[src/hw/rtl/sobel_edge_magnitude_3x3_macros.svh]
// Assertion helpers for the Sobel edge block.
`ifndef SOBEL_EDGE_MAGNITUDE_3X3_MACROS_SVH
`define SOBEL_EDGE_MAGNITUDE_3X3_MACROS_SVH
`ifndef SYNTHESIS
`define SEM_ASSERT_IMP(label, clk, rst, ante, cons) \
   label: assert property (@(posedge clk) disable iff (rst) (ante) |-> (cons)) \
      else $error("assertion failed");
`define SEM_ASSERT_NXT(label, clk, rst, ante, cons) \
   label: assert property (@(posedge clk) disable iff (rst) (ante) |=> (cons)) \
      else $error("assertion failed");
`else
`define SEM_ASSERT_IMP(label, clk, rst, ante, cons)
`define SEM_ASSERT_NXT(label, clk, rst, ante, cons)
`endif
`endif

[src/hw/rtl/sem_pkg.sv]
package sem_pkg;
   localparam int MAX_WIDTH = 1024;
   localparam int COL_W = $clog2(MAX_WIDTH);
   localparam int ROW_W = 12;
   localparam int WID_W = 11;
   localparam int MAG_W = 11;
   localparam int SQ_W = 22;
   localparam int QDEPTH = 4;
   localparam int QPTR_W = $clog2(QDEPTH);

   localparam logic CSR_WIDTH = 1'b0;
   localparam logic CSR_HEIGHT = 1'b1;

   typedef enum logic [1:0] {SQ_IDLE, SQ_RUN, SQ_DONE} sqrt_state_type;

   // front phases: ready, line store read pending, multiply, holding item
   typedef enum logic [1:0] {FR_IDLE, FR_READ, FR_MULT, FR_HOLD} front_phase_type;

   // front-to-back work item
   typedef struct packed {
      logic [SQ_W-1:0] sumsq;
      logic [COL_W-1:0] col;
      logic [ROW_W-1:0] row;
      logic last;
   } work_type;

   typedef struct packed {
      logic [MAG_W-1:0] magnitude;
      logic [COL_W-1:0] center_col;
      logic [ROW_W-1:0] center_row;
      logic last;
   } rsp_type;
endpackage

[src/hw/rtl/sem_back.sv]
// Back: bit-pair integer square root, one step a cycle, and output register.
module sem_back import sem_pkg::*; (
   input logic clock,
   input logic reset,
   input logic in_valid,
   output logic in_ready,
   input work_type in_item,
   output logic out_valid,
   input logic out_ready,
   output rsp_type out_rsp
);
   localparam int STEPS = SQ_W / 2;
   sqrt_state_type st_ff, st_in;
   logic [SQ_W-1:0] v_ff, v_in;
   logic [SQ_W-1:0] res_ff, res_in;
   logic [SQ_W-1:0] bit_ff, bit_in;
   work_type hold_ff;
   rsp_type rsp_ff;
   logic load, done_step;
   logic [SQ_W-1:0] trial;

   always_ff @(posedge clock) begin
      if (reset) st_ff <= SQ_IDLE;
      else st_ff <= st_in;
      v_ff <= v_in;
      res_ff <= res_in;
      bit_ff <= bit_in;
      if (load) hold_ff <= in_item;
      if (done_step) begin
         rsp_ff.magnitude <= MAG_W'(res_in);
         rsp_ff.center_col <= hold_ff.col;
         rsp_ff.center_row <= hold_ff.row;
         rsp_ff.last <= hold_ff.last;
      end
   end

   always_comb begin
      st_in = st_ff;
      v_in = v_ff;
      res_in = res_ff;
      bit_in = bit_ff;
      load = 1'b0;
      done_step = 1'b0;
      trial = res_ff + bit_ff;
      in_ready = (st_ff == SQ_IDLE);
      out_valid = (st_ff == SQ_DONE);
      case (st_ff)
         SQ_IDLE: if (in_valid) begin
            load = 1'b1;
            v_in = in_item.sumsq;
            res_in = '0;
            bit_in = SQ_W'(1) << (2 * (STEPS - 1));
            st_in = SQ_RUN;
         end
         SQ_RUN: begin
            if (v_ff >= trial) begin
               v_in = v_ff - trial;
               res_in = (res_ff >> 1) + bit_ff;
            end else begin
               res_in = res_ff >> 1;
            end
            bit_in = bit_ff >> 2;
            if (bit_ff == SQ_W'(1)) begin
               done_step = 1'b1;
               st_in = SQ_DONE;
            end
         end
         SQ_DONE: if (out_ready) st_in = SQ_IDLE;
         default: st_in = SQ_IDLE;
      endcase
   end
   assign out_rsp = rsp_ff;
endmodule

[config.mk]
export PLATFORM = sky130hd
export DESIGN_NAME = sem_back
export DESIGN_NICKNAME = d
export VERILOG_FILES = /design/src/hw/rtl/sobel_edge_magnitude_3x3_macros.svh /design/src/hw/rtl/sem_pkg.sv /design/src/hw/rtl/sem_back.sv
export SDC_FILE = /design/constraint.sdc
export NUM_CORES = 1
export LEC_CHECK = 0
export ABC_AREA = 1
export BUFFER_PORTS_ARGS = -buffer_cell sky130_fd_sc_hd__buf_2
export CAP_MARGIN = 15
export CORE_ASPECT_RATIO = 2
export CORE_MARGIN = 2
export CORE_UTILIZATION = 60
export CTS_CLUSTER_SIZE = 12
export DETAILED_ROUTE_END_ITERATION = 6
export PLACE_DENSITY_LB_ADDON = 0.2
export SYNTH_ARGS = -nofsm -noshare
export SYNTH_HDL_FRONTEND = slang
export SYNTH_SLANG_ARGS = --single-unit
[constraint.sdc]
create_clock -name clock -period 4.5 [get_ports clock]
set_clock_uncertainty 0.2 [all_clocks]
set_input_delay 0.675 -clock clock [delete_from_list [all_inputs] [get_ports clock]]
set_output_delay 0.675 -clock clock [all_outputs]
set_load 0.03 [all_outputs]
==> results.py <==
metrics = {
    "global_route": {
        "busiest_layer": "met2",
        "grtUsageMet1_pct": 30.5,
        "grtUsageMet3_pct": 5.08,
        "grt_pass1_wl_um": 36200,
        "antenna_found_initial": 0,
        "grt_pass1_vias": 7337,
        "grt_max_degree": 47,
        "use_met2_pct": 68.4,
        "grt_usage_pct": 35.1,
        "gr-total-overflow": 0,
    },
    "timing": {
        "slew_headroom_pct": 25.5,
        "worstMarginPinSlew_ns": 1.12,
        "setup_violations": 0,
        "tns_ns": 0,
        "finalWorstSetupSlack_ns": 0.216,
        "final_max_slew_viol_count": 0,
        "clock.fmax_mhz": 233,
        "hold_viol": 0,
        "fin_crit_ns": 4.28,
        "rsz0062_at_grt": "no",
        "period_share_pct": 95.2,
    },
    "cells_and_area": {
        "final_nets": 1201,
        "regArea_sq_um": 3290,
        "diodes": 0,
        "drive_above_1_share_pct": 14.3,
        "multiInputGateArea_sq_um": 3810,
        "fin_cells": 1268,
        "fill_cells": 1049,
        "stdcell_area_sq_um": 8900,
        "syn_to_final_growth_pct": 15.6,
    },
    "floorplan": {
        "die_area_sq_um": 13800,
        "pin_count": 85,
        "die_h_um": 164,
        "start_util_pct": 61.4,
        "dieWidth_um": 84.1,
        "core_area_sq_um": 12600,
        "rows": 58,
    },
    "cts": {
        "clock_path_buffers": 2,
        "path_clk_slew_ns": 0.06,
        "numCtsBuffers": 17,
        "clock-root-buffer": "clkbuf_16",
        "clk_latency_ns": 0.42,
        "tritoncts": "yes",
        "htreeDepth": 4,
        "cts-resized-gates": 0,
        "cts_hold_buf": 0,
        "cts_sinks": 114,
        "post_cts_buffers": 0,
    },
    "routing": {
        "vias": 7260,
        "dr.pass1.iters": 5,
        "avgViaCountPerCell": 5.73,
        "wl_per_cell_um": 19.0,
        "drtIter0Drc": 511,
        "detail_route.drc_violations": 0,
        "wl_um": 24000,
        "postRouteAntennaNets": 0,
    },
    "critical_path": {
        "crit_family": "simple AND/OR/NAND/NOR gates",
        "crit_chain": "ha_1, nand2_1, nor2_1, a21oi_1, o21ai_1, nand3b_1, nand3_1, nand2_1, ha_1, nand2_1, nor2_1, inv_1, nor2_1, nand4_1, nand3_1, nand2_1, nand3_1, nand2_1",
        "cp-end-kind": "flop",
        "cp_slowest_stage_delay_ns": 0.44,
        "r2r_slack_ns": 0.22,
        "cp.arrival_ns": 4.26,
        "crit_type": "flop to flop",
        "crit_fanout": 6,
        "worst_path_most_repeated_cell": "nand2_1",
        "path_buf_inv": 1,
        "required_ns": 4.48,
        "crit_slowest_cell": "edfxtp_1",
        "start_kind": "flop",
    },
    "synthesis": {
        "yosys_warnings": 0,
        "synthesis.nets": 1102,
        "syn_avg_cell_area_sq_um": 7.66,
        "synth.yosys.seq_area_share_pct": 42.7,
        "synth_seq_cells": 114,
        "syn-cell-area_sq_um": 7700,
        "synthCells": 1006,
        "yosysUniqueCellTypes": 39,
    },
    "place": {
        "place_ws_ns": 0.175,
        "io_buffers": 84,
        "dpl.cell_count": 1236,
        "dpl_cell_area_sq_um": 8340,
        "place.gp.congestion": 1.01,
        "dp_hpwl_um": 18300,
    },
    "worst_hold_path": {
        "min_path_type": "flop to flop",
    },
    "power": {
        "ir_drop_mv": 0.386,
        "power.leakage_nw": 4.21,
        "powerDensity_nw_per_um2": 622,
    },
    "run_status": {
        "status": "complete, no violations",
    },
    "run": {
        "cap_violations": 0,
    },
}
-- per-stage QoR --
stage	utilization, %	power [mW]	hold slack [ns]
after global placement	66.4	4.14	0.202
after global routing	70.9	5.86	0.221
after floorplan	-	3.44	0.200
after CTS	70.9	5.49	0.219
after detailed placement	66.4	4.17	0.205
final	70.9	5.54	0.218
-- worst paths after layout --
| kind | from | endpoint | depth (start not counted) |
|---|---|---|---|
| max | bit_ff[4]$_SDFFCE_PN0P_ | v_ff[17]$_DFFE_PP_ | 18 |
| min | hold_ff[11]$_DFFE_PP_ | out_rsp[11]$_DFFE_PP_ | 0 |
| max reg2reg | bit_ff[4]$_SDFFCE_PN0P_ | v_ff[17]$_DFFE_PP_ | 18 |
| min reg2reg | hold_ff[11]$_DFFE_PP_ | out_rsp[11]$_DFFE_PP_ | 0 |
-- cell type report --
class | count | share of cell area [%]
flip-flops and latches | 114 | 37.0
inverters | 143 | 6.03
clock inverters | 15 | 1.56
clock buffers | 17 | 4.78
well taps | 150 | 2.11
multi-input cells | 734 | 42.7
repair buffers | 95 | 5.79
-- Yosys cell counts --
| master | instances | area share, % |
|---|---|---|
| a211oi_1 | 1 | 0.097 |
| nand2b_1 | 1 | 0.081 |
| a21oi_1 | 24 | 1.6 |
| fa_1 | 1 | 0.26 |
| nor3_1 | 8 | 0.52 |
| or2_2 | 3 | 0.24 |
| buf_6 | 2 | 0.29 |
| buf_2 | 3 | 0.19 |
| nand4_1 | 21 | 1.7 |
| ha_1 | 46 | 7.5 |
| a31o_2 | 1 | 0.11 |
| a21o_1 | 1 | 0.097 |
| nand3b_1 | 9 | 0.88 |
| buf_4 | 1 | 0.097 |
| and2_1 | 3 | 0.24 |
| clkbuf_2 | 1 | 0.065 |
| nand2_2 | 8 | 0.65 |
| xor2_1 | 17 | 1.9 |
| inv_2 | 1 | 0.049 |
| nor2_2 | 7 | 0.57 |
| nor2_1 | 84 | 4.1 |
| a22oi_1 | 1 | 0.097 |
| nor4_4 | 1 | 0.28 |
| edfxtp_1 | 101 | 39 |
| o21ai_0 | 33 | 2.1 |
| o21ai_2 | 3 | 0.34 |
| a31oi_1 | 4 | 0.32 |
| nor3_2 | 1 | 0.13 |
| inv_1 | 142 | 6.9 |
| nand3_1 | 89 | 5.8 |
| xnor2_1 | 16 | 1.8 |
| a21oi_2 | 2 | 0.23 |
| clkbuf_1 | 8 | 0.39 |
| nand2_4 | 2 | 0.29 |
| o21a_1 | 1 | 0.097 |
| o21bai_1 | 5 | 0.49 |
| nor2_4 | 1 | 0.15 |
| dfxtp_1 | 13 | 3.4 |
| nand2_1 | 340 | 17 |
-- logic make-up after synthesis --
kind of cell	count (synthesis)	synth area share (%)
AOI/OAI and AO/OA	76	5.59
xor gates and xnor gates	33	3.75
adders and majority gates	47	7.73
buffers and inverters	158	8.01
DFF	114	42.7
and+or+nand+nor	578	32.2
-- per-layer routing --
metal | routed length (um) | share of wire (%)
met3 | 1290 | 5.4
met5 | 0 | 0
met4 | 2040 | 8.5
met2 | 13300 | 55
met1 | 7450 | 31
-- where the power goes --
group	internal, mW	switching (mW)
Combinational	0.904	1.81
Sequential	1.36	0.154
Clock	0.731	0.582
-- registers in the layout, summed over array words and instances (netlist names) --
name     flops
out_rsp     34
hold_ff     23
res_ff      22
v_ff        22
bit_ff      11
st_ff        2
-- layout by cell type, fill, tap and decap left out, drive strengths merged, types with 17 or more instances in the layout --
master,count
a21oi,26
buf,95
clkbuf,17
edfxtp,101
ha,46
inv,154
nand2,350
nand3,89
nand4,21
nor2,92
o21ai,36
xor2,17
Note: power is estimated with default switching activity, not from simulation.
