<file path="config.mk">
export PLATFORM = sky130hd
export DESIGN_NAME = sem_queue
export DESIGN_NICKNAME = d
export VERILOG_FILES = /design/src/hw/rtl/sem_pkg.sv /design/src/hw/rtl/sem_queue.sv
export VERILOG_INCLUDE_DIRS = /design/src /design/src/hw/rtl
export SDC_FILE = /design/constraint.sdc
export NUM_CORES = 1
export LEC_CHECK = 0
export BUFFER_PORTS_ARGS = -buffer_cell sky130_fd_sc_hd__buf_2
export CAP_MARGIN = 20
export CORE_AREA = 3 3 176 135
export DETAILED_ROUTE_END_ITERATION = 12
export DIE_AREA = 0 0 179 138
export MAX_ROUTING_LAYER = met4
export PLACE_DENSITY = 0.47
export SLEW_MARGIN = 0
export SYNTH_ARGS = -nofsm -noshare
export SYNTH_HDL_FRONTEND = slang
export SYNTH_SLANG_ARGS = --single-unit
</file>
<file path="constraint.sdc">
create_clock -name clock -period 2.7 [get_ports clock]
set_clock_uncertainty 0.1 [all_clocks]
set_input_delay 0.54 -clock clock [delete_from_list [all_inputs] [get_ports clock]]
set_output_delay 0.54 -clock clock [all_outputs]
set_load 0.005 [all_outputs]
</file>
<file path="src/hw/rtl/sobel_edge_magnitude_3x3_macros.svh">
// Assertion helpers for the Sobel edge block.
`ifndef SOBEL_EDGE_MAGNITUDE_3X3_MACROS_SVH
`define SOBEL_EDGE_MAGNITUDE_3X3_MACROS_SVH
`ifndef SYNTHESIS
`define SEM_ASSERT_IMP(label, clk, rst, ante, cons) \
   label: assert property (@(posedge clk) disable iff (rst) (ante) |-> (cons)) \
      else $error("assertion failed");
`define SEM_ASSERT_NXT(label, clk, rst, ante, cons) \
   label: assert property (@(posedge clk) disable iff (rst) (ante) |=> (cons)) \
      else $error("assertion failed");
`else
`define SEM_ASSERT_IMP(label, clk, rst, ante, cons)
`define SEM_ASSERT_NXT(label, clk, rst, ante, cons)
`endif
`endif

</file>
<file path="src/hw/rtl/sem_pkg.sv">
package sem_pkg;
   localparam int MAX_WIDTH = 1024;
   localparam int COL_W = $clog2(MAX_WIDTH);
   localparam int ROW_W = 12;
   localparam int WID_W = 11;
   localparam int MAG_W = 11;
   localparam int SQ_W = 22;
   localparam int QDEPTH = 4;
   localparam int QPTR_W = $clog2(QDEPTH);

   localparam logic CSR_WIDTH = 1'b0;
   localparam logic CSR_HEIGHT = 1'b1;

   typedef enum logic [1:0] {SQ_IDLE, SQ_RUN, SQ_DONE} sqrt_state_type;

   // front phases: ready, line store read pending, multiply, holding item
   typedef enum logic [1:0] {FR_IDLE, FR_READ, FR_MULT, FR_HOLD} front_phase_type;

   // front-to-back work item
   typedef struct packed {
      logic [SQ_W-1:0] sumsq;
      logic [COL_W-1:0] col;
      logic [ROW_W-1:0] row;
      logic last;
   } work_type;

   typedef struct packed {
      logic [MAG_W-1:0] magnitude;
      logic [COL_W-1:0] center_col;
      logic [ROW_W-1:0] center_row;
      logic last;
   } rsp_type;
endpackage

</file>
<file path="src/hw/rtl/sem_queue.sv">
`include "sobel_edge_magnitude_3x3_macros.svh"
// Small FIFO between front and back.
module sem_queue import sem_pkg::*; (
   input logic clock,
   input logic reset,
   input logic in_valid,
   output logic in_ready,
   input work_type in_item,
   output logic out_valid,
   input logic out_ready,
   output work_type out_item
);
   work_type mem_ff [QDEPTH];
   logic [QPTR_W-1:0] wp_ff, rp_ff;
   logic [QPTR_W:0] cnt_ff;
   logic push, pop;
   assign in_ready = cnt_ff != (QPTR_W+1)'(QDEPTH);
   assign out_valid = cnt_ff != '0;
   assign push = in_valid && in_ready;
   assign pop = out_valid && out_ready;
   assign out_item = mem_ff[rp_ff];
   always_ff @(posedge clock) begin
      if (push) mem_ff[wp_ff] <= in_item;
      if (reset) begin
         wp_ff <= '0;
         rp_ff <= '0;
         cnt_ff <= '0;
      end else begin
         if (push) wp_ff <= wp_ff + QPTR_W'(1);
         if (pop) rp_ff <= rp_ff + QPTR_W'(1);
         cnt_ff <= cnt_ff + (QPTR_W+1)'(push) - (QPTR_W+1)'(pop);
      end
   end
   `SEM_ASSERT_IMP(a_no_overflow, clock, reset, cnt_ff == (QPTR_W+1)'(QDEPTH), !push)
   `SEM_ASSERT_NXT(a_cnt_up, clock, reset, push && !pop, cnt_ff == $past(cnt_ff) + 1'b1)
   `SEM_ASSERT_IMP(a_empty_ptrs, clock, reset, cnt_ff == '0, wp_ff == rp_ff)
endmodule

</file>
==> results of run 1 <==
[flip-flops by register name, summed over array words and instances, names as in the netlist, named ones only]
signal	count
mem_ff	180
rp_ff	2
cnt_ff	3
wp_ff	2
[synth_stat cells (all sizes together) (2+ instances only)]
master  instances
dfxtp           9
nand2b          2
buf             9
clkbuf          2
and2            5
mux4           45
edfxtp        180
ha              6
inv             5
nor2            8
xor2            2
[worst min-delay path by stage]
stage | endpoint | from | slack [ns] | depth (start not counted)
2_1_floorplan | wp_ff[1]$_SDFFE_PP0P_ | wp_ff[1]$_SDFFE_PP0P_ | 0.38 | 2
3_3_place_gp | wp_ff[1]$_SDFFE_PP0P_ | wp_ff[1]$_SDFFE_PP0P_ | 0.40 | 2
3_5_place_dp | register | rp_ff[1]$_SDFFE_PP0P_ | 0.41 | 2
4_1_cts | mem_ff[1][20]$_DFFE_PP_ | in_item[20] | 0.20 | 1
5_1_grt | mem_ff[2][3]$_DFFE_PP_ | in_item[3] | 0.21 | 1
6_report | mem_ff[3][14]$_DFFE_PP_ | in_item[14] | 0.22 | 1
[kinds of logic after synthesis]
kind of cell	Yosys count
flip-flops	189
multiplexers	47
AND/OR/NAND/NOR	19
buffers and inverters	16
adder cells (fa/ha/maj)	7
AO/OA/AOI/OAI	3
XOR/XNOR	3
[metal layers]
layer  vias to the layer above  global-route usage, %  routed length [um]
li1                       1420                      -                   -
met1                      1636                   15.5                6250
met2                        76                   16.7                6150
met3                        12                   3.37                 626
met4                         0                   3.81                 172
met5                         -                      -                   0
[per-stage QoR]
step	hold slack (ns)	setup slack, ns	total power [mW]
floorplan	0.382	0.273	4.92
global placement	0.401	0.407	5.59
detailed placement	0.409	0.353	5.63
CTS	0.202	0.179	8.26
global route	0.206	0.134	8.52
finish	0.223	0.211	8.10
[worst max-delay path, delay by kind of cell (launching register included)]
family                 cells  cell delay [ns]
multiplexers               1             0.65
flip-flops                 1             0.37
buffers and inverters      2             0.39
[cell type report]
type	count	area share (%)
Clock inverter	15	2.38
Timing Repair Buffer	106	7.14
Tap cell	294	4.32
Inverter	5	0.220
Clock buffer	17	4.99
Sequential cell	189	65.6
Multi-Input combinational cell	79	15.3
[power groups by stage]
| stage | combinational [mW] | sequential, mW | clock (mW) |
|---|---|---|---|
| floorplan | 1.18 | 3.74 | 0 |
| global placement | 1.84 | 3.75 | 0 |
| detailed placement | 1.85 | 3.77 | 0 |
| CTS | 1.86 | 3.71 | 2.69 |
| global route | 1.97 | 3.74 | 2.82 |
| finish | 1.79 | 3.71 | 2.60 |
==> impl_metrics.csv, run 1 <==
group,metric,value,unit
clock_network,root_buffer,"clkbuf_16",
global_routing,grt_max_degree,45,
yosys,syn_area,7020,um^2
worst_setup_path,r2r_cells,11,
yosys,synth-simple-area-share,1.35,%
detailed_routing,drt_first_pass_iters,4,
power_and_ir_drop,vdd_drop_max,0.471,mV
yosys,synthMuxAreaShare,15.0,%
die,fp.dieW,179,um
sta,hold_viol,0,
place,dp_cells,673,
global_routing,grt_pass1_wl,20.0,mm
cells_and_area,fill_cells,2033,
worst_setup_path,cp_max_fo,23,
cells_and_area,register_area,5590,um^2
global_routing,grt_overflow_total,0,
cells_and_area,finalNonFillerCells,705,
clock_network,ctsResizeCount,0,
die,core,22100,um^2
sta,layout_min_cycle_time,2.49,ns
yosys,synth_area_per_cell,24.7,um^2
die,rows,47,
sta,grt_setup_unrepaired,"false",
yosys,syn_inst,284,
place,place_hpwl,7.87,mm
clock_network,postCtsSetupRepairBufs,0,
power_and_ir_drop,leakage,2.86,nW
clock_network,insertion_delay,0.43,ns
die,ios,96,
detailed_routing,via_count,3144,
yosys,async_flop_share,0,%
place,gp_congestion,0.654,
die,start_util,31.8,%
sta,setup-tns-final,0,ns
global_routing,grtUsageTotal,11.5,%
sta,period_share,92.2,%
clock_network,cts_buffers,17,
yosys,synth_warnings,0,
worst_setup_path,arrival,1.85,ns
cells_and_area,final_common_cell,"edfxtp_1",
yosys,synth-main-ff-cell,"edfxtp_1",
cells_and_area,fin_nets,454,
sta,relSlewSlack,62.8,%
place,port_buffers,95,
yosys,synth_top_family_by_area,"multiplexers",
run,drv_cap,0,
cells_and_area,final_cell_area,8520,um^2
die,die-height,138,um
yosys,ys_ff_latch,189,
sta,fmax,0.402,GHz
yosys,synth_fa_ha_area_share,1.35,%
clock_network,htreeDepth,4,
clock_network,cts_tree,"done",
yosys,yosysTopAreaCell,"edfxtp_1",
cells_and_area,flow.area_growth_from_synthesis,21.3,%
place,dpl-instance-area,7890,um^2
cells_and_area,multi_input_area,1300,um^2
yosys,synthTopCellsByArea,"edfxtp_1 77%, mux4_2 13%, dfxtp_1 2.6%, mux4_1 1.9%, buf_12 1.1%",
yosys,synth_edf_count,180,
detailed_routing,vias_per_cell,4.46,
die,dieArea,24700,um^2
global_routing,first_global_vias,3445,
detailed_routing,wl_per_cell,18.7,um
sta,slew_violations,0,
power_and_ir_drop,p_sw_share,26.0,%
power_and_ir_drop,p_int,5.99,mW
worst_setup_path,slowest_delay,0.65,ns
worst_setup_path,r2r-start,"cnt_ff[1]$_SDFF_PP0_",
worst_setup_path,r2r-end,"cnt_ff[2]$_SDFF_PP0_",
worst_hold_path,worst_hold_path_type,"input port to register",
detailed_routing,ant_nets,0,
yosys,ys_seq_area_share,79.5,%
cells_and_area,mostFrequentLayoutCells,"180 x edfxtp_1, 95 x buf_2, 40 x mux4_2, 17 x clkbuf_16, 8 x nor2_1",
detailed_routing,routed_wirelength,13.2,mm
yosys,synth-compound-area-share,0.410,%
worst_setup_path,worst-setup-path-type,"register to output pin",
global_routing,antenna_found_initial,0,
detailed_routing,drc,0,
status,status,"complete, no violations",
cells_and_area,drive_gt1_share,45.0,%
sta,tightestPinTransition,0.550,ns
power_and_ir_drop,power.density,951,nW/um^2
worst_setup_path,cp-endpoint,"out_item[41]",
worst_setup_path,r2r_slack,0.40,ns
clock_network,clock_path_buffers,2,
cells_and_area,post-route-util,38.6,%
worst_setup_path,cp-start-kind,"register",
worst_setup_path,required,2.06,ns
yosys,ys_types,26,
detailed_routing,drtIter0Drc,157,
yosys,synth_nets,340,
clock_network,clk_pin_slew,0.07,ns
worst_setup_path,path_cells,"buf_12 > mux4_1 > buf_2",
worst_setup_path,crit_slowest_cell,"mux4_1",
power_and_ir_drop,p_seq_share,45.8,%
cells_and_area,diodes,0,
clock_network,clkSinkCount,189,
power_and_ir_drop,clkPwrFrac,32.1,%
worst_setup_path,end_kind,"output pin",
power_and_ir_drop,switchingPower,2.10,mW
yosys,synth_top_area_share,77.0,%
yosys,synthXorXnorAreaFrac,0.374,%
power_and_ir_drop,power_frac_comb,22.1,%
sta,setup_viol,0,
clock_network,cts_hold_buf,0,
Note: power is estimated with default switching activity, not from simulation.
==> run 2: changes to the inputs <==
- BUFFER_PORTS_ARGS: -buffer_cell sky130_fd_sc_hd__buf_2 -> -buffer_cell sky130_fd_sc_hd__clkbuf_2
- SKIP_LAST_GASP: unset -> 1
==> run 2 against run 1 <==
Die area unchanged. Utilization decreased by 0.35 points. Combinational power about the same. Total power decreased by 3.3%. Sequential power about the same. Worst hold slack improved by 0.0076 ns. Final cell count unchanged. Critical path type unchanged. Highest routed layer unchanged.
==> impl_metrics.csv, run 2 (same netlist as run 1, synthesis figures left out) <==
group,metric,value,unit
status,status,"complete, no violations",
cells_and_area,multi_input_area,1300,um^2
worst_hold_path,hold_path_depth,1,
cells_and_area,diodes,0,
cells_and_area,final_common_cell,"edfxtp_1",
place,port_buffers,95,
power_and_ir_drop,power.density,928,nW/um^2
global_routing,antenna_found_initial,0,
cells_and_area,finalNonFillerCells,705,
cells_and_area,flow.area_growth_from_synthesis,20.2,%
sta,tightestPinTransition,0.534,ns
clock_network,clk_pin_slew,0.07,ns
worst_setup_path,r2r_cells,11,
worst_setup_path,r2r_slack,0.34,ns
worst_setup_path,r2r-end,"cnt_ff[2]$_SDFF_PP0_",
worst_setup_path,arrival,1.81,ns
cells_and_area,fill_cells,2027,
clock_network,clkSinkCount,189,
run,drv_cap,0,
worst_setup_path,required,2.06,ns
worst_setup_path,cp_max_fo,23,
cells_and_area,fin_nets,454,
cells_and_area,drive_gt1_share,44.8,%
cells_and_area,register_area,5590,um^2
cells_and_area,reg_top3,"mem_ff: 180 flops, cnt_ff: 3 flops",
sta,grt_setup_unrepaired,"false",
detailed_routing,drt_first_pass_iters,4,
sta,layout_min_cycle_time,2.45,ns
clock_network,clock_path_buffers,2,
global_routing,grt_pass1_wl,20.0,mm
worst_setup_path,end_kind,"output pin",
clock_network,cts_buffers,17,
global_routing,first_global_vias,3402,
clock_network,root_buffer,"clkbuf_16",
detailed_routing,routed_wirelength,13.2,mm
die,core,22100,um^2
worst_setup_path,worst-setup-path-type,"register to output pin",
detailed_routing,via_count,3170,
cells_and_area,post-route-util,38.3,%
worst_setup_path,path_cells,"buf_12 > mux4_1 > clkbuf_2",
global_routing,grt_overflow_total,0,
die,ios,96,
die,start_util,31.8,%
clock_network,cts_tree,"done",
sta,hold_viol,0,
sta,period_share,90.7,%
worst_setup_path,slowest_delay,0.64,ns
sta,setup-tns-final,0,ns
clock_network,postCtsSetupRepairBufs,0,
cells_and_area,mostFrequentLayoutCells,"180 x edfxtp_1, 95 x clkbuf_2, 40 x mux4_2, 17 x clkbuf_16, 8 x nor2_1",
clock_network,cts_hold_buf,0,
clock_network,insertion_delay,0.42,ns
worst_hold_path,min_to,"mem_ff[2][31]$_DFFE_PP_",
power_and_ir_drop,leakage,2.85,nW
die,dieArea,24700,um^2
global_routing,grtUsageTotal,11.4,%
power_and_ir_drop,vdd_drop_max,0.465,mV
die,fp.dieW,179,um
detailed_routing,wl_per_cell,18.7,um
sta,relSlewSlack,64.0,%
sta,fmax,0.408,GHz
place,place_ws,0.328,ns
place,dp_cells,673,
detailed_routing,drc,0,
sta,slew_violations,0,
global_routing,grt_max_degree,45,
cells_and_area,largest_reg_flops,180,
die,rows,47,
clock_network,ctsResizeCount,0,
detailed_routing,drtIter0Drc,215,
detailed_routing,vias_per_cell,4.50,
place,gp_congestion,0.643,
sta,setup_viol,0,
detailed_routing,ant_nets,0,
worst_setup_path,r2r-start,"cnt_ff[1]$_SDFF_PP0_",
cells_and_area,largest_register,"mem_ff",
worst_hold_path,min_from,"in_item[31]",
worst_setup_path,crit_slowest_cell,"mux4_1",
worst_setup_path,cp-start-kind,"register",
worst_hold_path,worst_hold_path_type,"input port to register",
clock_network,htreeDepth,4,
die,die-height,138,um
sta,setup_ws,0.250,ns
[run 2: cell count changes in the layout (fill, tap and decap cells not counted)]
cell,before,now
clkinv_8,1,0
clkbuf_1,0,1
clkinvlp_4,2,3
bufinv_16,3,0
clkinv_4,2,1
buf_2,95,0
inv_6,3,6
clkbuf_2,0,95
[run 2: cell type report]
cell class | instances | share of cell area (%)
repair buffers | 106 | 7.21
inverters | 5 | 0.222
clock inverters | 14 | 1.44
well taps | 294 | 4.36
multi-input cells | 79 | 15.4
flip-flops and latches | 189 | 66.2
clock buffers | 18 | 5.09
[run 2: per-layer routing]
layer / track usage (%) / share of wire (%)
met2: 16.3 / 46
met3: 3.23 / 4.7
met4: 3.32 / 0.75
met1: 16.0 / 48
met5: - / 0
[run 2: worst max-delay path by stage]
stage / slack (ns) / start / endpoint
after floorplan: 0.27 / in_valid / mem_ff[0][0]$_DFFE_PP_
after global placement: 0.40 / in_valid / cnt_ff[2]$_SDFF_PP0_
after detailed placement: 0.33 / in_valid / cnt_ff[2]$_SDFF_PP0_
after CTS: 0.19 / register / out_item[41]
after global routing: 0.15 / register / out_item[41]
final: 0.25 / register / out_item[41]
[run 2: critical path: cells and delay by family, from the launching register on]
kind	cells	cell delay, ns
mux	1	0.64
flops	1	0.37
buf+inv	2	0.36
[run 2: where the power goes]
part	internal (mW)	switching, mW
Sequential	3.60	0.108
Clock	1.21	1.12
Combinational	0.899	0.889
Total	5.71	2.12
[run 2: per-stage QoR]
step                      total power, mW  instance area [um^2]  hold WS (ns)
after floorplan                      4.92                  7020         0.382
after global placement               5.61                  7890         0.404
after detailed placement             5.63                  7890         0.411
after CTS                            8.00                  8440         0.206
after global routing                 8.27                  8440         0.211
final                                7.83                  8440         0.231
